File: src/hw/rtl/srcq_pkg.sv
package srcq_pkg;

  localparam int SAMPLE_WIDTH_DEF   = 32;
  localparam int GAIN_FRAC_BITS_DEF = 16;
  localparam int COUNT_WIDTH_DEF    = 48;

  localparam int CFG_IDX_W  = 3;
  localparam int CFG_DATA_W = 32;
  localparam int GAIN_W     = 32;
  localparam int SHIFT_W    = 5;
  localparam int MODE_W     = 2;

  localparam logic [SHIFT_W-1:0] SHIFT_CAP = 5'd30;
  localparam logic [GAIN_W-1:0]  GAIN_RESET = 32'h0001_0000;

  localparam logic [MODE_W-1:0] MODE_COPY  = 2'd0;
  localparam logic [MODE_W-1:0] MODE_SHL   = 2'd1;
  localparam logic [MODE_W-1:0] MODE_SHR   = 2'd2;
  localparam logic [MODE_W-1:0] MODE_SCALE = 2'd3;

  localparam logic [CFG_IDX_W-1:0] CFG_MODE       = 3'd0;
  localparam logic [CFG_IDX_W-1:0] CFG_SHIFT      = 3'd1;
  localparam logic [CFG_IDX_W-1:0] CFG_GAIN       = 3'd2;
  localparam logic [CFG_IDX_W-1:0] CFG_SRC_BIAS   = 3'd3;
  localparam logic [CFG_IDX_W-1:0] CFG_DST_BIAS   = 3'd4;
  localparam logic [CFG_IDX_W-1:0] CFG_CODE_FLOOR = 3'd5;
  localparam logic [CFG_IDX_W-1:0] CFG_CODE_CEIL  = 3'd6;
  localparam logic [CFG_IDX_W-1:0] CFG_QUANT_BITS = 3'd7;

  typedef struct packed {
    logic [MODE_W-1:0]     mode;
    logic [SHIFT_W-1:0]    shift_amount;
    logic [GAIN_W-1:0]     gain_q16;
    logic [CFG_DATA_W-1:0] src_bias;
    logic [CFG_DATA_W-1:0] dst_bias;
    logic [CFG_DATA_W-1:0] code_floor;
    logic [CFG_DATA_W-1:0] code_ceil;
    logic [SHIFT_W-1:0]    quant_bits;
  } cfg_t;

  function automatic logic [SHIFT_W-1:0] cap_shift(input logic [SHIFT_W-1:0] s);
    cap_shift = (s > SHIFT_CAP) ? SHIFT_CAP : s;
  endfunction

endpackage

File: src/hw/rtl/srcq_rescale.sv
module srcq_rescale #(
  parameter int SAMPLE_WIDTH   = srcq_pkg::SAMPLE_WIDTH_DEF,
  parameter int GAIN_FRAC_BITS = srcq_pkg::GAIN_FRAC_BITS_DEF
) (
  input  logic                                clk,
  input  logic [1:0]                          ld,
  input  logic signed [SAMPLE_WIDTH-1:0]      sample,
  input  logic                                end_in,
  input  srcq_pkg::cfg_t                      cfg,
  output logic signed [SAMPLE_WIDTH+31:0]     v,
  output logic                                end_out
);
  import srcq_pkg::*;

  localparam int W  = SAMPLE_WIDTH;
  localparam int F  = GAIN_FRAC_BITS;
  localparam int DW = W + 1;
  localparam int VW = W + 32;
  localparam int PW = W + GAIN_W;
  localparam int QW = PW - F + 1;
  localparam logic [F-1:0] Half = F'(1) << (F - 1);

  logic signed [W-1:0]  src_z;
  logic signed [DW-1:0] d;
  logic signed [DW-1:0] mag_full;
  logic [W-1:0]         mag;
  logic [SHIFT_W-1:0]   sh;
  logic signed [VW-1:0] d_ext;
  logic signed [VW-1:0] rnd;
  logic signed [VW-1:0] v_shl;
  logic signed [VW-1:0] v_shr;
  logic signed [VW-1:0] v_pre_next;
  logic [PW-1:0]        prod_next;

  logic signed [VW-1:0] v_pre;
  logic [PW-1:0]        prod;
  logic                 neg;
  logic                 end1;

  logic [PW-F-1:0]      q;
  logic [F-1:0]         rb;
  logic                 up;
  logic [QW-1:0]        qr;
  logic signed [VW-1:0] q_s;
  logic signed [VW-1:0] scaled;
  logic signed [VW-1:0] dz;
  logic signed [VW-1:0] v_next;

  assign src_z    = $signed(cfg.src_bias[W-1:0]);
  assign d        = DW'(sample) - DW'(src_z);
  assign sh       = cap_shift(cfg.shift_amount);
  assign d_ext    = VW'(d);
  assign rnd      = (sh == '0) ? '0 : (VW'(1) << (sh - SHIFT_W'(1)));
  assign v_shl    = d_ext <<< sh;
  assign v_shr    = (d_ext + rnd) >>> sh;
  assign mag_full = d[DW-1] ? -d : d;
  assign mag      = mag_full[W-1:0];
  assign prod_next = PW'(mag) * PW'(cfg.gain_q16);

  always_comb begin
    case (cfg.mode)
      MODE_SHL:   v_pre_next = v_shl;
      MODE_SHR:   v_pre_next = v_shr;
      MODE_COPY:  v_pre_next = d_ext;
      MODE_SCALE: v_pre_next = d_ext;
      default:    v_pre_next = d_ext;
    endcase
  end

  always_ff @(posedge clk) begin
    if (ld[0]) begin
      v_pre <= v_pre_next;
      prod  <= prod_next;
      neg   <= d[DW-1];
      end1  <= end_in;
    end
  end

  // round half to even on the magnitude
  assign q      = prod[PW-1:F];
  assign rb     = prod[F-1:0];
  assign up     = (rb > Half) || ((rb == Half) && q[0]);
  assign qr     = QW'(q) + QW'(up);
  assign q_s    = $signed(VW'(qr));
  assign scaled = neg ? -q_s : q_s;
  assign dz     = VW'($signed(cfg.dst_bias[W-1:0]));
  assign v_next = ((cfg.mode == MODE_SCALE) ? scaled : v_pre) + dz;

  always_ff @(posedge clk) begin
    if (ld[1]) begin
      v       <= v_next;
      end_out <= end1;
    end
  end

endmodule

File: config.mk
export PLATFORM = sky130hd
export DESIGN_NAME = srcq_rescale
export DESIGN_NICKNAME = d
export VERILOG_FILES = /design/src/hw/rtl/srcq_pkg.sv /design/src/hw/rtl/srcq_rescale.sv
export SDC_FILE = /design/constraint.sdc
export NUM_CORES = 2
export LEC_CHECK = 0
export ABC_AREA = 1
export BUFFER_PORTS_ARGS = -buffer_cell sky130_fd_sc_hd__buf_2
export CAP_MARGIN = 20
export CORE_AREA = 2 2 302 304
export DETAILED_ROUTE_END_ITERATION = 16
export DIE_AREA = 0 0 304 306
export GPL_ROUTABILITY_DRIVEN = 0
export PLACE_DENSITY = 0.9
export SETUP_SLACK_MARGIN = 0.4
export SYNTH_ARGS = -nofsm -noshare
export SYNTH_HDL_FRONTEND = slang
export SYNTH_SLANG_ARGS = --single-unit
File: constraint.sdc
create_clock -name clk -period 27.9 [get_ports clk]
set_clock_uncertainty 0.1 [all_clocks]
set_input_delay 2.79 -clock clk [delete_from_list [all_inputs] [get_ports clk]]
set_output_delay 2.79 -clock clk [all_outputs]
set_load 0.01 [all_outputs]
Yosys cells after proc, flatten, opt, wreduce, memory -nomap -nowiden
Cells that the tools add are included.
Widths: inputs -> output; s select.
{"block": "classes", "mux": 6, "n_eq_ne": 4, "n_addsub": 7, "n_mul": 1, "reduce_logical": 5, "shifts": 3, "order_cmp": 2}
{"cell": "$mux 64", "n": 3}
{"cell": "$pmux 64 s3", "n": 1}
{"cell": "$add 33x64->64", "n": 1}
{"cell": "$add 64x32->64", "n": 1}
{"cell": "$mul 32x32->64", "n": 1}
{"cell": "$neg 49->64", "n": 1}
{"cell": "$shl 1x5->64 const A", "n": 1}
{"cell": "$sshl 33x5->64", "n": 1}
{"cell": "$sshr 64x5->64", "n": 1}
{"cell": "$add 48x1->49", "n": 1}
{"cell": "$sub 32x32->33", "n": 1}
{"cell": "$mux 32", "n": 1}
{"cell": "$neg 32->32", "n": 1}
{"cell": "$eq 16x16->1 const B", "n": 1}
{"cell": "$gt 16x16->1 const B", "n": 1}
{"cell": "$gt 5x5->1 const B", "n": 1}
{"cell": "$logic_not 5->1", "n": 1}
{"cell": "$mux 5", "n": 1}
{"cell": "$sub 5x1->5 const B", "n": 1}
{"cell": "$eq 2x2->1 const B", "n": 2}
{"cell": "$eq 2x1->1 const B", "n": 1}
{"cell": "$logic_not 2->1", "n": 1}
{"cell": "$reduce_or 2->1", "n": 1}
{"cell": "$logic_and 1x1->1", "n": 1}
{"cell": "$logic_or 1x1->1", "n": 1}
{"block": "totals", "input_bits": 208, "regBits": 195, "out_inout_bits": 65, "word_cells": 34}

Logic depth before layout (Yosys ltp)
{"block": "logic_depth", "ltp_word": 8, "ltp_mapped": 54, "ltp_nobuf": 53}

Worst setup path after synthesis
No wires, ideal clock.
{"block": "synth_timing", "path_type": "input to register", "from": "input port sample[0]", "to": "register prod[62], data pin", "n_path_buf": 1, "arrival_time_ns": 11.207, "stages": 47, "required_time_ns": 27.535, "slack_ns": 16.328, "path_cell_list": "inv_1 ha_1 fa_1 inv_1 nand2_1 nand2_1 nand2_1 o21bai_2 nand2_1 nand3_1 xnor2_1 inv_2 nor2_2 nand2_2 nor2_2 nand3_2 nand2_2 o21ai_2 [11 not listed] fa_1 fa_1 inv_1 fa_1 fa_1 fa_1 inv_1 ha_1 a21oi_1 inv_1 a31oi_1 o21ai_0 a21oi_1 nand3_1 a21o_1 a21oi_1 o21ai_0 xor2_1"}
{"block": "synth_between", "elab_chain_cells": 4}
{"element": "from (decl)", "line_no": "srcq_rescale.sv:7", "source": "input logic signed [SAMPLE_WIDTH-1:0] sample,"}
{"element": "$sub 32x32->33 (*)", "line_no": "srcq_rescale.sv:50", "source": "assign d = DW'(sample) - DW'(src_z);"}
{"element": "$neg 32->32", "line_no": "srcq_rescale.sv:56", "source": "assign mag_full = d[DW-1] ? -d : d;"}
{"element": "$mux 32 (*)", "line_no": "srcq_rescale.sv:56"}
{"element": "$mul 32x32->64 (*)", "line_no": "srcq_rescale.sv:58", "source": "assign prod_next = PW'(mag) * PW'(cfg.gain_q16);"}
{"element": "net prod_next[62]", "line_no": "srcq_rescale.sv:33", "source": "logic [PW-1:0] prod_next;"}
{"element": "to (signal assigned)", "line_no": "srcq_rescale.sv:73", "source": "prod <= prod_next;"}
{"element": "to (decl)", "line_no": "srcq_rescale.sv:36", "source": "logic [PW-1:0] prod;"}
The timed path passes the listed nets; every way through them passes the cells marked *.
A chain may end at the register's enable or synchronous reset.

Final worst setup path
Ends and elaborated chain as after synthesis.

==> key figures <==
Layout
  • Reg area: 0.00586 mm²
  • Commonest cells after routing, fill and taps aside: nand2_1 (1898), inv_1 (1471), fa_1 (899), nor2_1 (866), nand3_1 (700)
  • Area growth syn-to-layout: 3.74%
  • Nets: 9505
  • Commonest non-fill, non-tap cell in the layout: nand2_1
  • Layout cell share with drive strength beyond 1: 6.60%
  • Multi-input logic area: 0.0450 mm²
  • Filler Cells Inserted: about 7000

Worst setup path
  • CP startpoint: sample[0]
  • Crit path launch type: input port
  • Crit path depth: 43
  • Buf+Inv Stages, Crit Path: 10
  • Critical Path Slowest Stage Cell: inv_2
  • Critical path fanouts, max: 52
  • R2r setup slk: roughly 21 ns
  • Crit path kind: in2reg
  • CP top delay family: adder cells
  • CP required: 28.00 ns
  • Reg2Reg Depth: 32
  • CP max stage delay: 0.87 ns
  • Worst setup path endpoint: prod[62]
  • FF-to-FF End: v[63]
  • Critical Path AT: 14.08 ns
  • Reg2Reg Launch Point: prod[16]
  • CP Capture Type: register

Floorplanning
  • Initial Util: 64.6%
  • Row count: 110
  • Core area: between 0.08 and 0.09 mm²
  • Die height: just over 300 µm
  • Die Wd: a little over 300 µm
  • Die area: just over 0.09 mm²
  • IO Pins: roughly 270

Min path
  • HP Class: reg2reg
  • Hold depth: 0

Status
  • Status: finished clean

Drt
  • Initial DRC Count: roughly 8700
  • Routed Antenna Nets: 0
  • Post-Route WL: about 200000 µm
  • DR vias: approximately 58000
  • Vias per inst: between 6 and 7
  • TritonRoute pass-1 iters: 13
  • WL/cell: 21.3 µm
  • DRC Markers: 0

Clock tree
  • Max Buffers Root-to-Sink: 2
  • CTS Root Cell: clkbuf_16
  • Post-CTS sizing: 0
  • Clk Latency, worst-skew pair: approximately 0.46 ns
  • Post-CTS Hold Buffers: 0
  • CTS Buf Count: 17
  • Sink Count: approximately 200
  • CTS tree: done
  • Setup bufs post-CTS: 0
  • H-tree Lvls: 4
  • Reg clk slew, reported paths: approximately 0.08 ns

Logic synthesis
  • FFs w/ async S/R, synth: 0%
  • Yosys warning total: 0
  • Post-synth EDFFs: approximately 200
  • Synth cell types: 72
  • Yosys top cell area share: between 30% and 40%
  • Ys flop type: edfxtp_1
  • Seq/Total Area, Yosys: about a tenth
  • Flops & latches, synth: 195
  • Mapped Avg Cell Area: 7.22 µm²
  • Mapped Cells: around 8000
  • Syn Std Cell Area: 0.0579 mm²
  • Synth area leaders: fa_1 (31%), nand2_1 (12%), edfxtp_1 (10%)
  • Largest area contributor in the netlist: fa_1

Global route
  • GRT Total Usage: about two fifths
  • First-pass GRT wire length: 304000 µm
  • Initial antenna violation count: 8
  • Number of global-route vias before repair: 57500
  • Total gr overflow: 0
  • Largest net degree at the start of global routing: between 90 and 100

Place
  • Post-DP HPWL: roughly 150000 µm
  • I/O Buffers: 203

Timing
  • Final TNS setup: 0 ns
  • Worst slew pin tran: between 1 and 1.5 ns
  • Min Tclk post-route: between 10 and 15 ns
  • RSZ-0062 raised after global routing: false
  • Relative slew slack: between 10% and 20%
  • Period utilisation layout: between 50% and 60%
  • Fmax: 0.0715 GHz
  • Final Hold Fails: 0
  • Pins Over Slew Limit: 0
  • Final setup vio count: 0

Run
  • Max cap viols: 0
routing by layer:
layer / GRT usage (%) / part of all wire [%] / routed length (µm) / up-vias
li1: - / - / - / 24700
met1: 50.7 / 33 / 64900 / 26700
met2: 62.4 / 42 / 82100 / 5040
met3: 15.0 / 16 / 31500 / 1392
met4: 28.9 / 8.8 / 17100 / 4
met5: 0.207 / 0.018 / 35 / -
cells in the mapped netlist, types with 71 or more instances:
master	count
nand2_1	1899
inv_1	1475
fa_1	899
nor2_1	867
nand3_1	700
ha_1	397
a21oi_1	315
edfxtp_1	195
o21ai_0	175
clkbuf_1	163
xor2_1	126
nand4_1	73
xnor2_1	71
state kept, by name, summed over array words and instances (netlist names):
signal	flops
prod	64
v	64
v_pre	64
end1	1
end_out	1
neg	1
kinds of logic after synthesis:
logic type / after synthesis / share of synthesized area (%)
xor gates and xnor gates: 208 / 3.37
DFF: 195 / 10.1
other: 1 / 0.00648
AOI/OAI and AO/OA: 690 / 6.74
muxes: 1 / 0.0173
adders and majority gates: 1296 / 39.7
and+or+nand+nor: 3798 / 27.8
buffers and inverters: 1830 / 12.3
through the flow:
stage	hold slack [ns]	setup slack (ns)	instance area, µm²	util, %	cells
after floorplan	0.300	16.33	57900	-	8020
after global placement	0.304	14.12	59500	66.4	9157
after detailed placement	0.328	13.81	59500	66.4	9158
after CTS	0.346	14.26	60000	67.0	9189
after global routing	0.349	13.48	60100	67.0	9193
final	0.349	13.92	60100	67.0	9198
cell type report:
| class | instances | share of cell area [%] |
|---|---|---|
| Antenna cell | 9 | 0.0375 |
| Clock buffer | 17 | 0.708 |
| Clock inverter | 14 | 0.204 |
| Inverter | 1535 | 9.60 |
| Multi-Input combinational cell | 5995 | 74.8 |
| Sequential cell | 195 | 9.75 |
| Tap cell | 1176 | 2.45 |
| Timing Repair Buffer | 257 | 2.40 |
worst min-delay path by stage:
stage,start,to
after floorplan,end1,end_out
after global placement,end1,end_out
after detailed placement,end1,end_out
after CTS,end1,end_out
after global routing,end1,end_out
final,end1,end_out
Power is not shown: default switching activity piles up to over one toggle a cycle in this logic, so the estimate is an artifact.
