$ cat src/hw/rtl/srcq_pkg.sv
package srcq_pkg;

  localparam int SAMPLE_WIDTH_DEF   = 32;
  localparam int GAIN_FRAC_BITS_DEF = 16;
  localparam int COUNT_WIDTH_DEF    = 48;

  localparam int CFG_IDX_W  = 3;
  localparam int CFG_DATA_W = 32;
  localparam int GAIN_W     = 32;
  localparam int SHIFT_W    = 5;
  localparam int MODE_W     = 2;

  localparam logic [SHIFT_W-1:0] SHIFT_CAP = 5'd30;
  localparam logic [GAIN_W-1:0]  GAIN_RESET = 32'h0001_0000;

  localparam logic [MODE_W-1:0] MODE_COPY  = 2'd0;
  localparam logic [MODE_W-1:0] MODE_SHL   = 2'd1;
  localparam logic [MODE_W-1:0] MODE_SHR   = 2'd2;
  localparam logic [MODE_W-1:0] MODE_SCALE = 2'd3;

  localparam logic [CFG_IDX_W-1:0] CFG_MODE       = 3'd0;
  localparam logic [CFG_IDX_W-1:0] CFG_SHIFT      = 3'd1;
  localparam logic [CFG_IDX_W-1:0] CFG_GAIN       = 3'd2;
  localparam logic [CFG_IDX_W-1:0] CFG_SRC_BIAS   = 3'd3;
  localparam logic [CFG_IDX_W-1:0] CFG_DST_BIAS   = 3'd4;
  localparam logic [CFG_IDX_W-1:0] CFG_CODE_FLOOR = 3'd5;
  localparam logic [CFG_IDX_W-1:0] CFG_CODE_CEIL  = 3'd6;
  localparam logic [CFG_IDX_W-1:0] CFG_QUANT_BITS = 3'd7;

  typedef struct packed {
    logic [MODE_W-1:0]     mode;
    logic [SHIFT_W-1:0]    shift_amount;
    logic [GAIN_W-1:0]     gain_q16;
    logic [CFG_DATA_W-1:0] src_bias;
    logic [CFG_DATA_W-1:0] dst_bias;
    logic [CFG_DATA_W-1:0] code_floor;
    logic [CFG_DATA_W-1:0] code_ceil;
    logic [SHIFT_W-1:0]    quant_bits;
  } cfg_t;

  function automatic logic [SHIFT_W-1:0] cap_shift(input logic [SHIFT_W-1:0] s);
    cap_shift = (s > SHIFT_CAP) ? SHIFT_CAP : s;
  endfunction

endpackage

$ cat src/hw/rtl/srcq_quant.sv
module srcq_quant #(
  parameter int SAMPLE_WIDTH = srcq_pkg::SAMPLE_WIDTH_DEF,
  parameter int COUNT_WIDTH  = srcq_pkg::COUNT_WIDTH_DEF
) (
  input  logic                           clk,
  input  logic [1:0]                     ld,
  input  logic signed [SAMPLE_WIDTH-1:0] c_in,
  input  logic                           clipped_in,
  input  logic [COUNT_WIDTH-1:0]         total_in,
  input  logic                           end_in,
  input  srcq_pkg::cfg_t                 cfg,
  output logic signed [SAMPLE_WIDTH-1:0] sample_out,
  output logic                           clipped_out,
  output logic [COUNT_WIDTH-1:0]         total_out,
  output logic                           end_out
);
  import srcq_pkg::*;

  localparam int W  = SAMPLE_WIDTH;
  localparam int VW = W + 32;

  logic [SHIFT_W-1:0]   db;
  logic signed [VW-1:0] low_mask;
  logic signed [VW-1:0] keep;
  logic signed [VW-1:0] half_q;
  logic signed [VW-1:0] dz;
  logic signed [VW-1:0] hi;
  logic signed [VW-1:0] lo;
  logic signed [VW-1:0] off;
  logic signed [VW-1:0] r_next;
  logic signed [VW-1:0] t_hi;
  logic signed [VW-1:0] t_lo;
  logic signed [VW-1:0] tq_hi;
  logic signed [VW-1:0] tq_lo;
  logic signed [VW-1:0] qmax;
  logic signed [VW-1:0] qmin;

  logic signed [VW-1:0] r;
  logic signed [W-1:0]  c4;
  logic                 clip4;
  logic [COUNT_WIDTH-1:0] total4;
  logic                 end4;

  logic                 q_above;
  logic                 q_below;
  logic signed [VW-1:0] qv;
  logic signed [W-1:0]  out_next;

  assign db       = cap_shift(cfg.quant_bits);
  assign low_mask = (VW'(1) << db) - VW'(1);
  assign keep     = ~low_mask;
  assign half_q   = (db == '0) ? '0 : (VW'(1) << (db - SHIFT_W'(1)));
  assign dz       = VW'($signed(cfg.dst_bias[W-1:0]));
  assign hi       = VW'($signed(cfg.code_ceil[W-1:0]));
  assign lo       = VW'($signed(cfg.code_floor[W-1:0]));

  // whole-step bounds, truncated toward zero
  assign t_hi  = hi - dz;
  assign t_lo  = dz - lo;
  assign tq_hi = t_hi[VW-1] ? ((t_hi + low_mask) & keep) : (t_hi & keep);
  assign tq_lo = t_lo[VW-1] ? ((t_lo + low_mask) & keep) : (t_lo & keep);

  always_ff @(posedge clk) begin
    qmax <= dz + tq_hi;
    qmin <= dz - tq_lo;
  end

  assign off    = VW'(c_in) - dz;
  assign r_next = ((off + half_q) & keep) + dz;

  always_ff @(posedge clk) begin
    if (ld[0]) begin
      r      <= r_next;
      c4     <= c_in;
      clip4  <= clipped_in;
      total4 <= total_in;
      end4   <= end_in;
    end
  end

  assign q_above  = r > qmax;
  assign q_below  = r < qmin;
  assign qv       = q_above ? qmax : (q_below ? qmin : r);
  assign out_next = (cfg.quant_bits != '0) ? qv[W-1:0] : c4;

  always_ff @(posedge clk) begin
    if (ld[1]) begin
      sample_out  <= out_next;
      clipped_out <= clip4;
      total_out   <= total4;
      end_out     <= end4;
    end
  end

endmodule

$ cat config.mk
export PLATFORM = sky130hd
export DESIGN_NAME = srcq_quant
export DESIGN_NICKNAME = d
export VERILOG_FILES = /design/src/hw/rtl/srcq_pkg.sv /design/src/hw/rtl/srcq_quant.sv
export SDC_FILE = /design/constraint.sdc
export NUM_CORES = 1
export LEC_CHECK = 0
export BUFFER_PORTS_ARGS = -buffer_cell sky130_fd_sc_hd__buf_4
export CORE_UTILIZATION = 59
export CTS_CLUSTER_DIAMETER = 120
export CTS_CLUSTER_SIZE = 28
export DETAILED_ROUTE_END_ITERATION = 8
export GPL_ROUTABILITY_DRIVEN = 0
export PLACE_DENSITY = 0.79
export SYNTH_ARGS = -nofsm -noshare
export SYNTH_HDL_FRONTEND = slang
export SYNTH_SLANG_ARGS = --single-unit
export TNS_END_PERCENT = 5
$ cat constraint.sdc
create_clock -name clk -period 13 [get_ports clk]
set_clock_uncertainty 0.2 [all_clocks]
set_input_delay 3.9 -clock clk [delete_from_list [all_inputs] [get_ports clk]]
set_output_delay 3.9 -clock clk [all_outputs]
set_load 0.005 [all_outputs]
* Word level (Yosys, flattened, before mapping)
Cells that the tools add are included.
** Operators by class
- Eq/ne operators :: 0
- Divide/modulo/power cells :: 0
- Multipliers :: 0
- Shifts and indexed selects :: 2
- Reduce and logical (&&, ||, !) cells :: 2
- $add $sub $neg :: 11
- Order comparisons :: 3
- Bitwise gates (word level) :: 6
- Mux-type cells :: 7
** Operator list (count)
- $add A33 B64 Y64 :: 3
- $and A64 B64 Y64 :: 3
- $mux W64 :: 3
- $and A33 B64 Y64 :: 2
- $shl A1 B5 Y64 const A :: 2
- $sub A32 B32 Y33 :: 3
- $mux W32 :: 3
- $add A32 B64 Y64 :: 1
- $add A64 B32 Y64 :: 1
- $gt A64 B64 Y1 :: 1
- $lt A64 B64 Y1 :: 1
- $not A64 Y64 :: 1
- $sub A32 B64 Y64 :: 1
- $sub A64 B2 Y64 const B :: 1
- $gt A5 B5 Y1 const B :: 1
- $logic_not A5 Y1 :: 1
- $mux W5 :: 1
- $reduce_bool A5 Y1 :: 1
- $sub A5 B1 Y5 const B :: 1
** Word-level totals
- Memories kept :: 0
- Bits in latches :: 0
- Output and inout bits :: 82
- Memory bits (read-only) :: 0
- Input port bits :: 257
- Flip-flop bits (word level) :: 356
- Bits in writable memories :: 0

* Longest topological paths before layout
- Depth in word-level cells :: 8
- Mapped depth :: 43
- Depth with buffers taken out :: 40

* Least setup slack after synthesis
Ideal clock, no wire load.
- Path type :: in2reg
- From :: in cfg[5] in the netlist's numbering
- To :: reg qmax[63]
- Buffers on the path :: 3
- Stages on the path :: 39
- Path slack :: 0.743 ns
- Required time :: 12.670 ns
- Arrival time :: 11.928 ns
- Cell sequence :: inv_1 ha_1 inv_1 fa_1 a211o_1 a21o_1 and4_1 o21ai_1 a21oi_1 o2111a_1 o31ai_1 a211oi_1 a2bb2oi_1 inv_2 clkbuf_1 clkbuf_1 ha_1 clkbuf_1 [... 3 more ...] a311oi_1 nand2_1 a311oi_1 or4b_1 a31oi_1 nor3_1 nor3_1 ha_1 a21o_1 a21o_1 a21oi_1 nor2b_1 o21ai_0 nand2b_1 or3_1 a31oi_1 or3_1 xnor3_1
** Between the ends
- Word-level cells in the longest chain between the ends :: 5
- Elaborated cells on any way between the ends :: 6
- Those cells by class :: add/sub: 3; mux: 1; bitwise: 2
** RTL lines
- start: declaration :: line srcq_quant.sv:11 : input srcq_pkg::cfg_t cfg,
- $sub A32 B32 Y33 * :: line srcq_quant.sv:58 : assign t_hi = hi - dz;
- $add A33 B64 Y64 :: line srcq_quant.sv:60 : assign tq_hi = t_hi[VW-1] ? ((t_hi + low_mask) & keep) : (t_hi & keep);
- $and A64 B64 Y64 :: line srcq_quant.sv:60
- $mux W64 * :: line srcq_quant.sv:60
- $add A32 B64 Y64 * :: line srcq_quant.sv:64 : qmax <= dz + tq_hi;
- end signal: assignment :: line srcq_quant.sv:64
- end: declaration :: line srcq_quant.sv:35 : logic signed [VW-1:0] qmax;
Mark *: on every way between the ends. The rest lies on a longest branch, timed or not.
A chain may end at the register's enable or synchronous reset.

* Final worst setup path
- From :: in cfg[80] in the netlist's numbering
- To :: reg qmin[57]
** Between the ends
- Word-level cells in the longest chain between the ends :: 5
- Elaborated cells on any way between the ends :: 6
- Those cells by class :: add/sub: 3; mux: 1; bitwise: 2
** RTL lines
- $sub A32 B32 Y33 :: line srcq_quant.sv:59 : assign t_lo = dz - lo;
- $add A33 B64 Y64 :: line srcq_quant.sv:61 : assign tq_lo = t_lo[VW-1] ? ((t_lo + low_mask) & keep) : (t_lo & keep);
- $and A64 B64 Y64 :: line srcq_quant.sv:61
- $mux W64 :: line srcq_quant.sv:61
- $sub A32 B64 Y64 * :: line srcq_quant.sv:65 : qmin <= dz - tq_lo;
- end signal: assignment :: line srcq_quant.sv:65
- end: declaration :: line srcq_quant.sv:36 : logic signed [VW-1:0] qmin;
Marks and branches as above.

==> impl.org <==
** Synth
- During synthesis, Yosys emitted a total of 0 warnings.
- The cell area that synthesis handed to floorplanning was 0.03912 mm².
- Most frequently used flop master after synthesis :: sky130_fd_sc_hd__edfxtp_1
- Summed over its instances, the top area cell type makes up 17.50% of the synthesized netlist area.
- Post-synthesis instance total :: 4,764
- Number of flops mapped to enable cells by yosys :: 228
- Leading post-synthesis cells by cell area :: sky130_fd_sc_hd__edfxtp_1, sky130_fd_sc_hd__ha_1, sky130_fd_sc_hd__a21o_1
- Sequential element share of the synthesized area :: 24.05%
- Yosys top cell by area :: sky130_fd_sc_hd__edfxtp_1
- Of all flip-flops after synthesis, the portion carrying an async set or reset was 0%.
- Mapped Avg Cell Area :: 8.211 µm²
- Synthesis inferred 356 register bits.
- Yosys cell types :: 94

** Detailed routing
- The first TritonRoute pass finished after 8 iterations.
- The first routing iteration left 4,027 violations.
- Once detail routing completed, the nets flagged for antenna violations numbered 0.
- DRC :: 0
- Using the TritonRoute via totals, the vias-per-cell ratio works out to 6.215.
- DR vias :: 36,510
- Aggregate routed wire length :: 112.8 mm
- In the final routed layout, each cell accounts on average for 19.19 µm.

** Critical path
- Among the stages of the critical path, the cell type that occurs most often is sky130_fd_sc_hd__nand2_1.
- Type of origin of the critical path :: input port
- Critical path class :: input port to flip-flop
- Required time of the worst setup path :: 13.21 ns
- Setup crit end kind :: flip-flop
- For the worst setup path, the data arrival time is 12.57 ns.
- Stage delay of the slowest cell on the critical path :: 0.77 ns
- Slowest library cell on the worst path :: sky130_fd_sc_hd__a2111oi_0
- Of all nets on the critical path, the largest fanout is 7.

** Floorplan
- Number of core rows :: 94
- Measured along the x axis, the die boundary spans 259.5 µm.
- Starting density of the core :: 59.61%
- The floorplan step set the die height to 259.5 µm.
- In this run the count of I/O pins placed on the die edge is 339.
- The die covers 0.06734 mm².
- Area of the core :: 0.06563 mm²

** Global route
- The via count of the first global-routing pass was 32,670.
- Largest net degree at the start of global routing :: 83
- Global-route wire length before repair :: 173.6 mm
- Total congestion overflow after global routing :: 0
- The number of antenna violations at the first check in global routing came to 4.
- Across every metal layer, demand over resource in global routing totals 32.30%.

** Clock tree
- Hold-fix buffer count after cts :: 0
- Cts repair resizes :: 0
- After clock tree synthesis, the setup repair step added 0 buffers.
- CTS tree :: done
- After clock tree synthesis, the clock-pin slew on the worst setup and hold paths is 0.10 ns.
- In this run, CTS created clock tree buffers numbering 16.
- Counting along the longest clock path gives a buffer depth of 3.
- CTS built an H-tree with a depth of 1.
- Clock root buffer :: sky130_fd_sc_hd__clkbuf_16
- Number of sinks on the clock net :: 356
- The later pin in the worst-skew pair is clocked with a latency of 0.53 ns.

** Timing
- The worst path uses 95.03% of the clock period.
- The max-slew violation count is 0.
- The count of final hold-check violations is 0.
- Final setup fails :: 0
- Timing-limited maximum frequency :: 80.95 MHz
- Setup repair after global routing left no endpoint under its margin.
- Transition time of the tightest slew-check pin :: 1.177 ns
- Accumulated negative setup slack :: 0 ns
- Slew margin rel. :: 21.51%
- For the finished layout, the period the worst path requires is 12.35 ns.
- Post-layout worst setup margin :: 0.6461 ns
- Worst hold slack :: 0.2253 ns

** Placed design
- Buffers placed on the I/O ports in this run total 267.
- Worst setup slack before clock tree synthesis :: 0.3812 ns
- In this run, placement finished with an instance count of 5,843.
- Detailed placement finished with a half-perimeter wire length of 92.73 mm.

** Power
- Static leakage power :: 20.74 nW
- The worst-case IR drop observed on VDD is 0.00009426 V.
- Pwr/cell area :: 146.7 mW/mm²

** Status
- Result of the run :: completed

** Layout
- The count of cells in the finished layout, fillers not included, comes to 5,875.
- In the final design database the tool counted 5,832 nets.
- Post-synthesis to final-layout area growth :: 9.135%
- After filler insertion, the fill cell instance count of the layout stands at 5,644.
- Leaving out fill and tap cells, the most frequent cell in the layout is sky130_fd_sc_hd__ha_1.
- Fraction of final layout cells with drive strength greater than 1 :: 8.588%
- Leading cell types in the layout, fill and taps excluded :: sky130_fd_sc_hd__ha_1, sky130_fd_sc_hd__a21oi_1, sky130_fd_sc_hd__inv_1

** Min path
- Tightest Hold Check Type :: flip-flop to flip-flop

** Run
- Across the run, the number of max-cap violations was 0.
==> worst max-delay path: cells and delay by family <==
kind                     cells  cell delay [ns]
AO/OA/AOI/OAI               17             4.96
XOR/XNOR                     3             0.48
multiplexers                 1             0.16
adder cells (fa/ha/maj)      3             1.09
AND/OR/NAND/NOR             10             1.58
buffers and inverters        2             0.36
==> through the flow <==
step / power [W] / utilization (%) / area [µm²]
global placement: 0.005482 / 64.33 / 42220
CTS: 0.006168 / 65.04 / 42680
floorplan: 0.004504 / - / 39240
detailed placement: 0.005577 / 64.33 / 42220
finish: 0.006263 / 65.05 / 42690
global route: 0.006709 / 65.05 / 42690
==> path summary, 6_finish.rpt <==
check | start | to | slack (ns) | cells after the start
worst max register to register | r[1] | sample_out[30] | 7.80 | 13
worst max-delay path | cfg[80] | qmin[57] | 0.65 | 36
worst min register to register | total4[29] | total_out[29] | 0.23 | 0
worst min-delay path | total4[29] | total_out[29] | 0.23 | 0
==> final cells by class <==
type / instances / area, µm² / area share (%)
tap: 864 / 1081 / 2.532
timing repair buffer: 318 / 2391 / 5.601
inverter: 424 / 1592 / 3.728
clock inverter: 2 / 25.02 / 0.05861
multi-input combinational: 3881 / 27750 / 64.99
antenna: 4 / 10.01 / 0.02345
clock buffer: 26 / 437.9 / 1.026
sequential: 356 / 9409 / 22.04
==> sequential cells by signal, indices dropped and copies added, names as in the netlist, 32 cells and up <==
signal      count
qmax           64
qmin           64
r              64
total4         48
total_out      48
c4             32
sample_out     32
==> cells by family after synthesis <==
| kind of cell | share of synthesized area (%) |
|---|---|
| DFF | 24.05 |
| other | 0.01920 |
| adders and majority gates | 19.25 |
| xor gates and xnor gates | 7.897 |
| muxes | 1.081 |
| AOI/OAI and AO/OA | 26.48 |
| buffers and inverters | 5.428 |
| and+or+nand+nor | 15.79 |
==> cells in the mapped netlist, types with 19 or more instances <==
master                       n
sky130_fd_sc_hd__a211oi_1   35
sky130_fd_sc_hd__a21o_1    349
sky130_fd_sc_hd__a21oi_1   505
sky130_fd_sc_hd__a31o_2     53
sky130_fd_sc_hd__a31oi_1    52
sky130_fd_sc_hd__and2_1     33
sky130_fd_sc_hd__and3_1     62
sky130_fd_sc_hd__clkbuf_1  126
sky130_fd_sc_hd__dfxtp_1   128
sky130_fd_sc_hd__edfxtp_1  228
sky130_fd_sc_hd__fa_1       40
sky130_fd_sc_hd__ha_1      538
sky130_fd_sc_hd__inv_1     419
sky130_fd_sc_hd__mux2i_1    40
sky130_fd_sc_hd__nand2_1   363
sky130_fd_sc_hd__nand2b_1   69
sky130_fd_sc_hd__nand3_1   105
sky130_fd_sc_hd__nand4_1    79
sky130_fd_sc_hd__nor2_1    342
sky130_fd_sc_hd__nor2b_1    65
sky130_fd_sc_hd__nor3_1     68
sky130_fd_sc_hd__o211ai_1   26
sky130_fd_sc_hd__o21a_1     64
sky130_fd_sc_hd__o21ai_0   171
sky130_fd_sc_hd__o21ai_1    69
sky130_fd_sc_hd__o21bai_1   66
sky130_fd_sc_hd__o31ai_1    24
sky130_fd_sc_hd__or3_1      19
sky130_fd_sc_hd__xnor2_1   224
sky130_fd_sc_hd__xor2_1    121
==> layer usage <==
layer	up-vias	routed length (µm)	share of wire [%]	GRT usage, %
met4	0	2778	2.5	7.418
li1	17730	-	-	-
met1	16840	52140	46	48.66
met3	175	11650	10	5.019
met2	1767	46180	41	47.92
met5	-	0	0	0
==> report_power, final <==
| group | switching, W | internal (W) | total (W) |
|---|---|---|---|
| sequential | 0.000154 | 0.00160 | 0.00176 |
| clock | 0.000336 | 0.000239 | 0.000575 |
| combinational | 0.00228 | 0.00165 | 0.00393 |
| total | 0.00277 | 0.00349 | 0.00626 |
Note: power is estimated with default switching activity, not from simulation.
