File: src/hw/rtl/srcq_pkg.sv
package srcq_pkg;

  localparam int SAMPLE_WIDTH_DEF   = 32;
  localparam int GAIN_FRAC_BITS_DEF = 16;
  localparam int COUNT_WIDTH_DEF    = 48;

  localparam int CFG_IDX_W  = 3;
  localparam int CFG_DATA_W = 32;
  localparam int GAIN_W     = 32;
  localparam int SHIFT_W    = 5;
  localparam int MODE_W     = 2;

  localparam logic [SHIFT_W-1:0] SHIFT_CAP = 5'd30;
  localparam logic [GAIN_W-1:0]  GAIN_RESET = 32'h0001_0000;

  localparam logic [MODE_W-1:0] MODE_COPY  = 2'd0;
  localparam logic [MODE_W-1:0] MODE_SHL   = 2'd1;
  localparam logic [MODE_W-1:0] MODE_SHR   = 2'd2;
  localparam logic [MODE_W-1:0] MODE_SCALE = 2'd3;

  localparam logic [CFG_IDX_W-1:0] CFG_MODE       = 3'd0;
  localparam logic [CFG_IDX_W-1:0] CFG_SHIFT      = 3'd1;
  localparam logic [CFG_IDX_W-1:0] CFG_GAIN       = 3'd2;
  localparam logic [CFG_IDX_W-1:0] CFG_SRC_BIAS   = 3'd3;
  localparam logic [CFG_IDX_W-1:0] CFG_DST_BIAS   = 3'd4;
  localparam logic [CFG_IDX_W-1:0] CFG_CODE_FLOOR = 3'd5;
  localparam logic [CFG_IDX_W-1:0] CFG_CODE_CEIL  = 3'd6;
  localparam logic [CFG_IDX_W-1:0] CFG_QUANT_BITS = 3'd7;

  typedef struct packed {
    logic [MODE_W-1:0]     mode;
    logic [SHIFT_W-1:0]    shift_amount;
    logic [GAIN_W-1:0]     gain_q16;
    logic [CFG_DATA_W-1:0] src_bias;
    logic [CFG_DATA_W-1:0] dst_bias;
    logic [CFG_DATA_W-1:0] code_floor;
    logic [CFG_DATA_W-1:0] code_ceil;
    logic [SHIFT_W-1:0]    quant_bits;
  } cfg_t;

  function automatic logic [SHIFT_W-1:0] cap_shift(input logic [SHIFT_W-1:0] s);
    cap_shift = (s > SHIFT_CAP) ? SHIFT_CAP : s;
  endfunction

endpackage

File: src/hw/rtl/srcq_clip.sv
module srcq_clip #(
  parameter int SAMPLE_WIDTH = srcq_pkg::SAMPLE_WIDTH_DEF,
  parameter int COUNT_WIDTH  = srcq_pkg::COUNT_WIDTH_DEF
) (
  input  logic                            clk,
  input  logic                            rst,
  input  logic                            ld,
  input  logic signed [SAMPLE_WIDTH+31:0] v_in,
  input  logic                            end_in,
  input  srcq_pkg::cfg_t                  cfg,
  output logic signed [SAMPLE_WIDTH-1:0]  c,
  output logic                            clipped,
  output logic [COUNT_WIDTH-1:0]          total,
  output logic                            end_out
);
  import srcq_pkg::*;

  localparam int W  = SAMPLE_WIDTH;
  localparam int VW = W + 32;

  logic signed [VW-1:0] hi;
  logic signed [VW-1:0] lo;
  logic                 above;
  logic                 below;
  logic signed [W-1:0]  c_next;
  logic                 clip_next;
  logic [COUNT_WIDTH-1:0] count;

  assign hi        = VW'($signed(cfg.code_ceil[W-1:0]));
  assign lo        = VW'($signed(cfg.code_floor[W-1:0]));
  assign above     = v_in > hi;
  assign below     = v_in < lo;
  assign clip_next = above || below;
  assign c_next    = above ? hi[W-1:0] : (below ? lo[W-1:0] : v_in[W-1:0]);

  // saturate at all ones
  always_ff @(posedge clk) begin
    if (rst) begin
      count <= '0;
    end else if (ld && clip_next && !(&count)) begin
      count <= count + COUNT_WIDTH'(1);
    end
  end

  always_ff @(posedge clk) begin
    if (ld) begin
      c       <= c_next;
      clipped <= clip_next;
      end_out <= end_in;
    end
  end

  assign total = count;

endmodule

File: config.mk
export PLATFORM = sky130hd
export DESIGN_NAME = srcq_clip
export DESIGN_NICKNAME = d
export VERILOG_FILES = /design/src/hw/rtl/srcq_pkg.sv /design/src/hw/rtl/srcq_clip.sv
export SDC_FILE = /design/constraint.sdc
export NUM_CORES = 1
export LEC_CHECK = 0
export BUFFER_PORTS_ARGS = -buffer_cell sky130_fd_sc_hd__buf_2
export CAP_MARGIN = 15
export CELL_PAD_IN_SITES_DETAIL_PLACEMENT = 1
export CELL_PAD_IN_SITES_GLOBAL_PLACEMENT = 1
export CORE_MARGIN = 4
export CORE_UTILIZATION = 31
export CTS_CLUSTER_DIAMETER = 40
export DETAILED_ROUTE_END_ITERATION = 8
export PLACE_DENSITY = 0.84
export SKIP_CTS_REPAIR_TIMING = 1
export SKIP_LAST_GASP = 1
export SYNTH_ARGS = -nofsm -noshare
export SYNTH_HDL_FRONTEND = slang
export SYNTH_SLANG_ARGS = --single-unit
export TNS_END_PERCENT = 1
File: constraint.sdc
create_clock -name clk -period 3.5 [get_ports clk]
set_input_delay 0.175 -clock clk [delete_from_list [all_inputs] [get_ports clk]]
set_output_delay 0.175 -clock clk [all_outputs]
set_load 0.01 [all_outputs]
* Word-level counts from Yosys, hierarchy flattened *
Index checks and enable logic that the tools add are counted.

operators by class
  magnitude comparators = 2
  reductions and logical operators = 5
  add/subtract/negate cells = 1
  multiplexer cells = 2

operators with widths
  kind                                                              count
  64-bit by 32-bit > comparator with 1-bit output                   1
  64-bit by 32-bit < comparator with 1-bit output                   1
  32-bit two-way mux                                                2
  48-bit by 1-bit adder with 48-bit output (second input constant)  1
  48-bit AND reduction                                              1
  1-bit logical AND                                                 2
  1-bit logical NOT                                                 1
  1-bit logical OR                                                  1

word-level totals
  bits in registers = 82
  output and inout port bits = 82
  word-level logic and storage cells = 14

* Longest topological paths before layout *
Gate-level depths: netlist (run 1).

  depth after elaboration = 4
  mapped depth = 14
  gate-level depth less buffers = 11

* Worst setup path after synthesis (run 1) *
OpenSTA, ideal clock, no wires.

  path kind = input port to flip-flop
  start = input cfg[68] in the netlist's numbering
  end = register count[13], in the netlist total[13]
  required time = 3.379 ns
  cell stages on the path = 13
  arrival = 3.402 ns
  setup slack = -0.023 ns
  buffers on the path = 2
  library setup time = 0.121 ns
  path through = inv_1 -> ha_1 -> a211oi_1 -> o21bai_1 -> a21oi_1 -> o31ai_1 -> a2111oi_1 -> mux2i_1 -> nor3_2 -> buf_2 -> buf_6 -> nor3_1 -> mux2_2

on the way
  longest elaborated chain between the ends = 4

RTL lines
  element                                          line             RTL
  start, declared                                  srcq_clip.sv:10  input srcq_pkg::cfg_t cfg,
  64-bit by 32-bit < comparator with 1-bit output  srcq_clip.sv:32  assign below = v_in < lo;
  1-bit logical OR                                 srcq_clip.sv:33  assign clip_next = above || below;
  1-bit logical AND (2 in series)                  srcq_clip.sv:40  end else if (ld && clip_next && !(&count)) begin
  end signal, assigned                             srcq_clip.sv:41  count <= count + COUNT_WIDTH'(1);
  end, declared                                    srcq_clip.sv:27  logic [COUNT_WIDTH-1:0] count;

No other way between the ends.
A chain may end at the register's enable or synchronous reset.

* Worst setup path after layout (run 1) *
  start = input cfg[68] in the netlist's numbering
  end = register count[21], in the netlist total[21]

Same word-level chain as after synthesis.

==> impl_results.md, run 1 <==
* Status: finished clean
* Sequential-to-total area share from yosys stat at 27.2%
* Footprint of the multi-input gates at 4900 sq um
* P&R area growth vs syn at 30.0%
* IO Port Bufs at 213
* Simple-gate share of the synthesized area at 23.1%
* DRC viols at 0
* Detailed Routing Iterations Pass 1 at 4
* Share of the synthesized area in the top cell type at 22.0%
* Number of distinct library cells after synthesis at 56
* Max-slew violations at 0
* Top delay family on crit path: buffers and inverters
* Post-synthesis cell count at 896
* GP Congestion at 0.885
* Synth warn at 0
* Slew margin rel. at 28.8%
* Post-route setup slack at 0.169 ns
* Antenna-violating nets left at 0
* Overall routing resource usage at 19.4%
* VDD IR-drop max at 0.182 mV
* Synth area leader: ha_1
* Slew @ Worst Pin at 1.07 ns
* Std cell rows at 55
* Die area at 26000 sq um
* Synthesized cell area at 7280 sq um
* Leakage at 4.38 nW
* Asr flop ratio synth at 0%
* Critical Path Start Type: input port
* Max cap viols at 0
* Global-route wire length before repair at 41500 microns
* Mux cell area share after synthesis at 0.963%
* WP buf/inv at 9
* Worst Setup End Kind: flip-flop
* Total wire length at 26000 microns
* Die Ht at 161 microns
* FF+latch count, synth at 82
* Crit Path Category: input port to flip-flop
* Fmax at 300 MHz
* CP most frequent cell: buf_4
* Most frequent cells after synthesis: a21oi_1, ha_1, nor2_1
* Die X at 161 microns
* Post-DP Area at 9060 sq um
* Syn_nets at 1264
* Period Utilization, post-route at 95.2%
* Worst hold path class: input port to flip-flop
* Worst Setup SP: cfg[68]
* Pwr dens at 329 nW/um^2
* Largest family of logic cells by synthesized area: simple AND/OR/NAND/NOR gates
* Clock latency on the worst-skew pair at 0.35 ns
* CTS tree: yes
* Ys flop type: dfxtp_1
* Minimum clock period at 3.33 ns
* Grt ovf at 0
* Ranking of synthesized cells by area: ha_1, edfxtp_1, dfxtp_1
* Clock sinks at 82
* Vias in the first global route at 8192
* Fillers at 2890
* Min-delay src: cfg[6]
* Worst-path cell chain: buf_2 -> clkinvlp_4 -> buf_12 -> buf_4 -> ha_1 -> nand4_1 -> nor4_4 -> nand3_2 -> buf_4 -> a31oi_2 -> a2111oi_2 -> buf_4 -> mux2i_1 -> buf_4 -> nor3_4 -> buf_12 -> buf_4 -> or4_1 -> a21oi_1
* Final Instance Area at 9460 sq um
* CTS Buffer Depth at 2
* Share of post-route cells with drive strength above 1 at 27.1%
* Root buffer cell: clkbuf_16
* Post-place setup slack at -0.468 ns
* Top Ports at 322
* Via count at 7802
* RSZ-0062 raised after global routing: true
* CP max FO at 30
* Count leader, synth: a21oi_1
* Hold Vio Cnt, Final at 0
* Core area at 22800 sq um
* Post-Synth Adder-Cell Area at 22.0%
* CTS buffer count at 9
* Post-DR vias/cell at 5.35
* Starting Density at 31.8%
* H-tree depth at 3
* Worst EP arrival at 3.60 ns
* Number of DRC markers in iteration 0 at 376
* CP required at 3.77 ns
* Layout Nets at 1507
* Worst-path clk slew at 0.07 ns
* WL per Instance at 17.8 microns
* Antenna violations before repair at 2
* Slowest stage delay, CP at 0.51 ns
* HPWL after DPL at 21000 microns
* Synth Area in Compound Gates at 20.0%
* Pin count of the biggest net entering global routing at 57
* Final setup viols at 0
* Syn Area/Cell at 8.12 sq um
* FF/Latch Area at 1980 sq um
* XOR/XNOR share of the synthesized area at 0%
* Slowest CP cell: or4_1
* Number of flops mapped to enable cells by yosys at 34
* Reg2reg start: total[3]
* Clock Skew at 0.00828 ns
## state kept, by name, indices dropped and copies added (netlist names)
register	count
total	48
end_out	1
clipped	1
c	32
## tightest hold or removal path, stage by stage
cell and delay [ns]:
buf_2 0.09, nor2_1 0.04, a21oi_1 0.10
## cells in the final DEF, fill, tap and decap left out, drive strengths merged, types with 3 or more instances in the layout
master,synthesis,routed
o21ai,39,39
and4,7,7
o21a,3,3
nand2,51,51
clkbuf,24,11
nor3b,4,4
edfxtp,34,34
ha,128,128
or3,14,14
a211oi,6,6
nor4,9,9
o31ai,29,29
mux2,5,5
nor2b,10,10
or4,31,31
dfxtp,48,48
nor3,13,13
a21o,6,6
buf,13,268
nand3,36,36
nand4,36,36
a21oi,158,158
inv,73,76
and3,10,10
nor2,83,83
## stage by stage
step	cells	util (%)	setup TNS (ns)	hold slack, ns	power [mW]
global route	1458	41.4	-0.0967	0.175	3.30
floorplan	896	-	0	0.274	1.66
detailed placement	1439	39.7	-16.53	0.358	2.11
finish	1458	41.4	0	0.167	3.11
global placement	1439	39.7	-7.11	0.360	2.06
CTS	1455	41.0	-1.62	-0.0102	3.13
## cell type report
cell class              instances  area share [%]
multi-input cells             704            51.8
flip-flops and latches         82            20.9
repair buffers                269            16.9
well taps                     313            4.14
inverters                      73            2.94
clock buffers                  11            2.79
clock inverters                 5           0.436
diodes                          1          0.0265
## power by group
group | switching [mW] | leakage, nW | internal [mW]
sequential | 0.0218 | 0.720 | 1.09
combinational | 0.580 | 3.51 | 0.411
clock | 0.454 | 0.154 | 0.555
## kinds of logic after synthesis
| group | Yosys count |
|---|---|
| compound gates | 257 |
| fa+ha+maj | 128 |
| flops | 82 |
| mux | 6 |
| simple gates | 313 |
| buf+inv | 110 |
## per-layer routing
metal,part of all wire (%),GRT usage [%],up-vias
met1,44,24.4,3742
li1,-,-,3826
met3,5.6,3.39,44
met4,2.9,7.02,2
met2,48,33.4,188
met5,0.050,0,-
## final timing paths
kind,slack (ns),endpoint,cells after the start
max,0.17,total[21],19
min,0.17,c[1],3
max reg2reg,0.34,total[40],10
min reg2reg,0.51,total[8],2
No activity file was read; power rests on OpenSTA's default activity.
==> run 2, diff against run 1 <==
--- a/config.mk
+++ b/config.mk
@@ -9,7 +9,7 @@
 export CAP_MARGIN = 15
 export CELL_PAD_IN_SITES_DETAIL_PLACEMENT = 1
 export CELL_PAD_IN_SITES_GLOBAL_PLACEMENT = 1
-export CORE_MARGIN = 4
+export CORE_MARGIN = 2
 export CORE_UTILIZATION = 31
 export CTS_CLUSTER_DIAMETER = 40
 export DETAILED_ROUTE_END_ITERATION = 8
==> run 2 against run 1 <==
Clock-buffer cell count unchanged. Clock skew increased by 0.0039 ns. Combinational power decreased by 1%. Critical path depth fell by 9. Cell count decreased by 0.75%. Critical path type is now flip-flop to flip-flop. Via count shrank 0.97%. Setup slack better by 0.13 ns. Hold slack better by 0.0053 ns. Sequential share of layout area up 0.30 points. Non-clock buffer count fell by 18.
==> impl_results.md, run 2 (synthesis results as in run 1) <==
* Status: finished clean
* Commonest non-fill, non-tap cell in the layout: buf_2
* CTS Buffer Depth at 2
* Minimum clock period at 3.20 ns
* H-tree depth at 3
* HPWL after DPL at 20300 microns
* Max-slew violations at 0
* Via count at 7726
* P&R area growth vs syn at 28.2%
* WL per Instance at 17.5 microns
* Worst EP arrival at 3.39 ns
* Highest-count cells in the layout ignoring fill and taps: buf_2, a21oi_1, ha_1
* Max reg flops at 48
* Global-route wire length before repair at 40000 microns
* WP buf/inv at 1
* IO Port Bufs at 213
* Detailed Routing Iterations Pass 1 at 4
* Total wire length at 25300 microns
* Final Instance Area at 9330 sq um
* CP max FO at 15
* Die area at 24700 sq um
* Root buffer cell: clkbuf_16
* Flop2flop setup slack at 0.30 ns
* Worst-path cell chain: nand4_2 -> nor4_4 -> and3_1 -> nand4_1 -> or4_1 -> or3_1 -> buf_4 -> nand3_1 -> or3_1 -> a21oi_1
* Critical Path Start Type: flip-flop
* Hold Vio Cnt, Final at 0
* Clock latency on the worst-skew pair at 0.35 ns
* Crit Path Category: flip-flop to flip-flop
* Max cap viols at 0
* RSZ-0062 raised after global routing: false
* GP Congestion at 0.833
* Antenna violations before repair at 5
* Clock sinks at 82
* Design Power at 3.09 mW
* Fin Setup TNS at 0 ns
* Post-DR vias/cell at 5.34
* Die X at 157 microns
* Worst hold path class: input port to flip-flop
* Grt ovf at 0
* Final Util at 40.1%
* CP most frequent cell: or3_1
* Top delay family on crit path: simple AND/OR/NAND/NOR gates
* Slew @ Worst Pin at 1.05 ns
* Antenna-violating nets left at 0
* Number of DRC markers in iteration 0 at 289
* Overall routing resource usage at 20.3%
* Slowest CP cell: or4_1
* Slew margin rel. at 29.8%
* Leakage at 4.29 nW
* Post-DP Area at 8990 sq um
* Pin count of the biggest net entering global routing at 57
* CTS buffer count at 9
* Fmax at 312 MHz
* Die Ht at 157 microns
* Std cell rows at 56
* Period Utilization, post-route at 91.5%
* Worst-path clk slew at 0.07 ns
* Slowest stage delay, CP at 0.51 ns
* Share of post-route cells with drive strength above 1 at 25.2%
* CTS tree: yes
* VDD IR-drop max at 0.167 mV
* Worst Setup End Kind: flip-flop
* Layout Nets at 1489
* Starting Density at 31.3%
* DRC viols at 0
* Pwr dens at 332 nW/um^2
* Top Ports at 322
* Clock Skew at 0.0122 ns
* Final setup viols at 0
* Vias in the first global route at 7801
* Core area at 23300 sq um
* CP required at 3.69 ns
run 2: final cells by class:
type / instances / area [sq um]
Clock buffer: 11 / 275
Clock inverter: 4 / 28.8
Sequential cell: 82 / 1980
Fill cell: 2880 / 13900
Multi-Input combinational cell: 704 / 4840
Tap cell: 319 / 399
Inverter: 73 / 278
Timing Repair Buffer: 251 / 1520
Antenna cell: 3 / 7.51
run 2: worst paths after layout:
path,startpoint,to,cells after the start
max reg2reg,total[4],total[2],10
min,cfg[20],c[15],3
min reg2reg,total[7],total[7],2
max,total[4],total[2],10
run 2: worst min-delay path: stages:
cell and delay, ns:
buf_2 0.09, nor2_1 0.04, a21oi_1 0.10
run 2: layer usage:
metal / track usage [%] / wire (microns) / share of wire [%] / vias up
met4: 8.01 / 878 / 3.5 / 0
met1: 25.9 / 11400 / 45 / 3688
li1: - / - / - / 3808
met2: 34.2 / 11800 / 47 / 179
met5: 0 / 0 / 0 / -
met3: 3.30 / 1160 / 4.6 / 51
run 2: through the flow:
stage	hold WS [ns]	worst slack, ns	std cells
finish	0.173	0.299	1447
global route	0.176	0.0797	1447
CTS	-0.00315	0.192	1443
detailed placement	0.355	-0.141	1428
global placement	0.360	-0.00893	1428
floorplan	0.274	0.0871	896
run 2: power breakdown:
| group | switching, mW | internal [mW] | total (mW) |
|---|---|---|---|
| combinational | 0.572 | 0.406 | 0.978 |
| sequential | 0.0209 | 1.09 | 1.11 |
| clock | 0.439 | 0.569 | 1.01 |
==> run 3, diff against run 2 <==
--- a/config.mk
+++ b/config.mk
@@ -9,6 +9,7 @@
 export CAP_MARGIN = 15
 export CELL_PAD_IN_SITES_DETAIL_PLACEMENT = 1
 export CELL_PAD_IN_SITES_GLOBAL_PLACEMENT = 1
+export CORE_ASPECT_RATIO = 0.6
 export CORE_MARGIN = 2
 export CORE_UTILIZATION = 31
 export CTS_CLUSTER_DIAMETER = 40
==> run 3 against run 2 <==
Cell count rose by 1.0%. Sequential share of layout area fell by 0.25 points. Clock power fell by 4%. Sequential cell count did not move. Total power fell by 0.49%. Hold slack got worse by 0.0089 ns. Highest routed layer unchanged. Final area rose by 1.2%. Via count rose by 0.35%. Largest power group unchanged. Clock skew fell by 0.0033 ns. First-iteration DRC count rose by 44%.
==> impl_results.md, run 3 (synthesis results as in run 1) <==
* Final setup viols at 0
* Core area at 23100 sq um
* Die X at 202 microns
* Slew margin rel. at 27.3%
* Worst hold path class: input port to flip-flop
* Share of post-route cells with drive strength above 1 at 26.3%
* RSZ-0062 raised after global routing: false
* WL per Instance at 18.4 microns
* Max reg flops at 48
* IO Port Bufs at 213
* Via count at 7753
* Worst-path cell chain: buf_2 -> clkinvlp_4 -> buf_12 -> ha_1 -> nand4_1 -> nor4_1 -> buf_4 -> nand3_1 -> buf_4 -> a31oi_1 -> a2111oi_4 -> mux2i_2 -> nor3_4 -> buf_12 -> or4_1 -> a21oi_1
* CP max FO at 48
* Max cap viols at 0
* Final Util at 40.9%
* Post-place setup slack at -0.381 ns
* Worst Setup End Kind: flip-flop
* Top Ports at 322
* Std cell rows at 43
* DRC viols at 0
* Vias in the first global route at 7723
* Flop2flop setup slack at 0.20 ns
* Clock sinks at 82
* HPWL after DPL at 21800 microns
* P&R area growth vs syn at 29.7%
* Post-DP Area at 9060 sq um
* CP required at 3.76 ns
* Number of DRC markers in iteration 0 at 415
* CTS tree: yes
* Root buffer cell: clkbuf_16
* Period Utilization, post-route at 95.8%
* RR Endpoint: total[41]
* Pwr dens at 326 nW/um^2
* Status: finished clean
* Detailed Routing Iterations Pass 1 at 4
* Fmax at 298 MHz
* Minimum clock period at 3.35 ns
* Max-slew violations at 0
* Global-route wire length before repair at 42000 microns
* Slowest stage delay, CP at 0.52 ns
* Overall routing resource usage at 21.7%
* Hold Path Depth at 3
* GP Congestion at 0.841
* Worst-path clk slew at 0.08 ns
* Post-route setup slack at 0.149 ns
* Antenna-violating nets left at 0
* CTS Buffer Depth at 2
* H-tree depth at 3
* Commonest non-fill, non-tap cell in the layout: buf_2
* CTS buffer count at 9
* Die Ht at 123 microns
* Slew @ Worst Pin at 1.09 ns
* Antenna violations before repair at 6
* Clock Skew at 0.00892 ns
* VDD IR-drop max at 0.213 mV
* Post-DR vias/cell at 5.30
* Reg2Reg Depth at 10
* Worst EP arrival at 3.61 ns
* Die area at 24800 sq um
* Worst Setup SP: cfg[68]
* Worst Hold Path EP: c[15]
* FF/Latch Area at 1980 sq um
* Reg2reg start: total[3]
* Fillers at 2824
* Slowest CP cell: or4_1
* Highest-count cells in the layout ignoring fill and taps: buf_2, a21oi_1, ha_1
* Min-delay src: cfg[20]
* Pin count of the biggest net entering global routing at 57
* Starting Density at 31.5%
* Total wire length at 26900 microns
* Design Power at 3.08 mW
* Fin Setup TNS at 0 ns
* Clock latency on the worst-skew pair at 0.35 ns
* Crit Path Category: input port to flip-flop
* Critical Path Start Type: input port
* Final Instance Area at 9440 sq um
* Layout Nets at 1503
* Leakage at 4.35 nW
* Grt ovf at 0
* Hold Vio Cnt, Final at 0
* Footprint of the multi-input gates at 4870 sq um
[run 3: layout make-up]
class,instances,area share (%)
multi-input cells,704,51.6
repair buffers,265,17.0
inverters,73,2.94
well taps,315,4.18
flip-flops and latches,82,21.0
diodes,7,0.186
clock buffers,11,2.68
clock inverters,5,0.371
[run 3: power by group]
part | leakage (nW) | switching (mW) | total (mW) | internal, mW
combinational | 3.49 | 0.591 | 0.999 | 0.408
sequential | 0.720 | 0.0215 | 1.11 | 1.09
clock | 0.147 | 0.447 | 0.972 | 0.525
total | 4.35 | 1.06 | 3.08 | 2.02
[run 3: worst max-delay path: cells and delay by family]
kind / cells / cell delay, ns
AND/OR/NAND/NOR: 5 / 1.26
AO/OA/AOI/OAI: 3 / 0.54
buffers and inverters: 6 / 1.02
multiplexers: 1 / 0.29
adder cells (fa/ha/maj): 1 / 0.31
[run 3: worst max-delay path by stage]
| stage | endpoint | depth (start not counted) | slack [ns] |
|---|---|---|---|
| final | total[8] | 16 | 0.15 |
| after floorplan | total[13] | 13 | 0.09 |
| after global routing | total[8] | 16 | 0.01 |
| after global placement | total[46] | 16 | -0.18 |
| after detailed placement | total[8] | 15 | -0.38 |
| after CTS | total[8] | 15 | -0.02 |
[run 3: stage by stage]
step,std cells,hold WS (ns)
2_1_floorplan,896,0.274
3_3_place_gp,1437,0.356
3_5_place_dp,1437,0.370
4_1_cts,1453,-0.0112
5_1_grt,1461,0.158
6_report,1462,0.164
[run 3: metal layers]
layer	up-vias	track usage [%]	share of wire, %
met3	43	5.42	6.1
met5	-	0	0
met4	0	6.80	2.4
met1	3690	30.9	50
met2	192	31.9	42
li1	3828	-	-
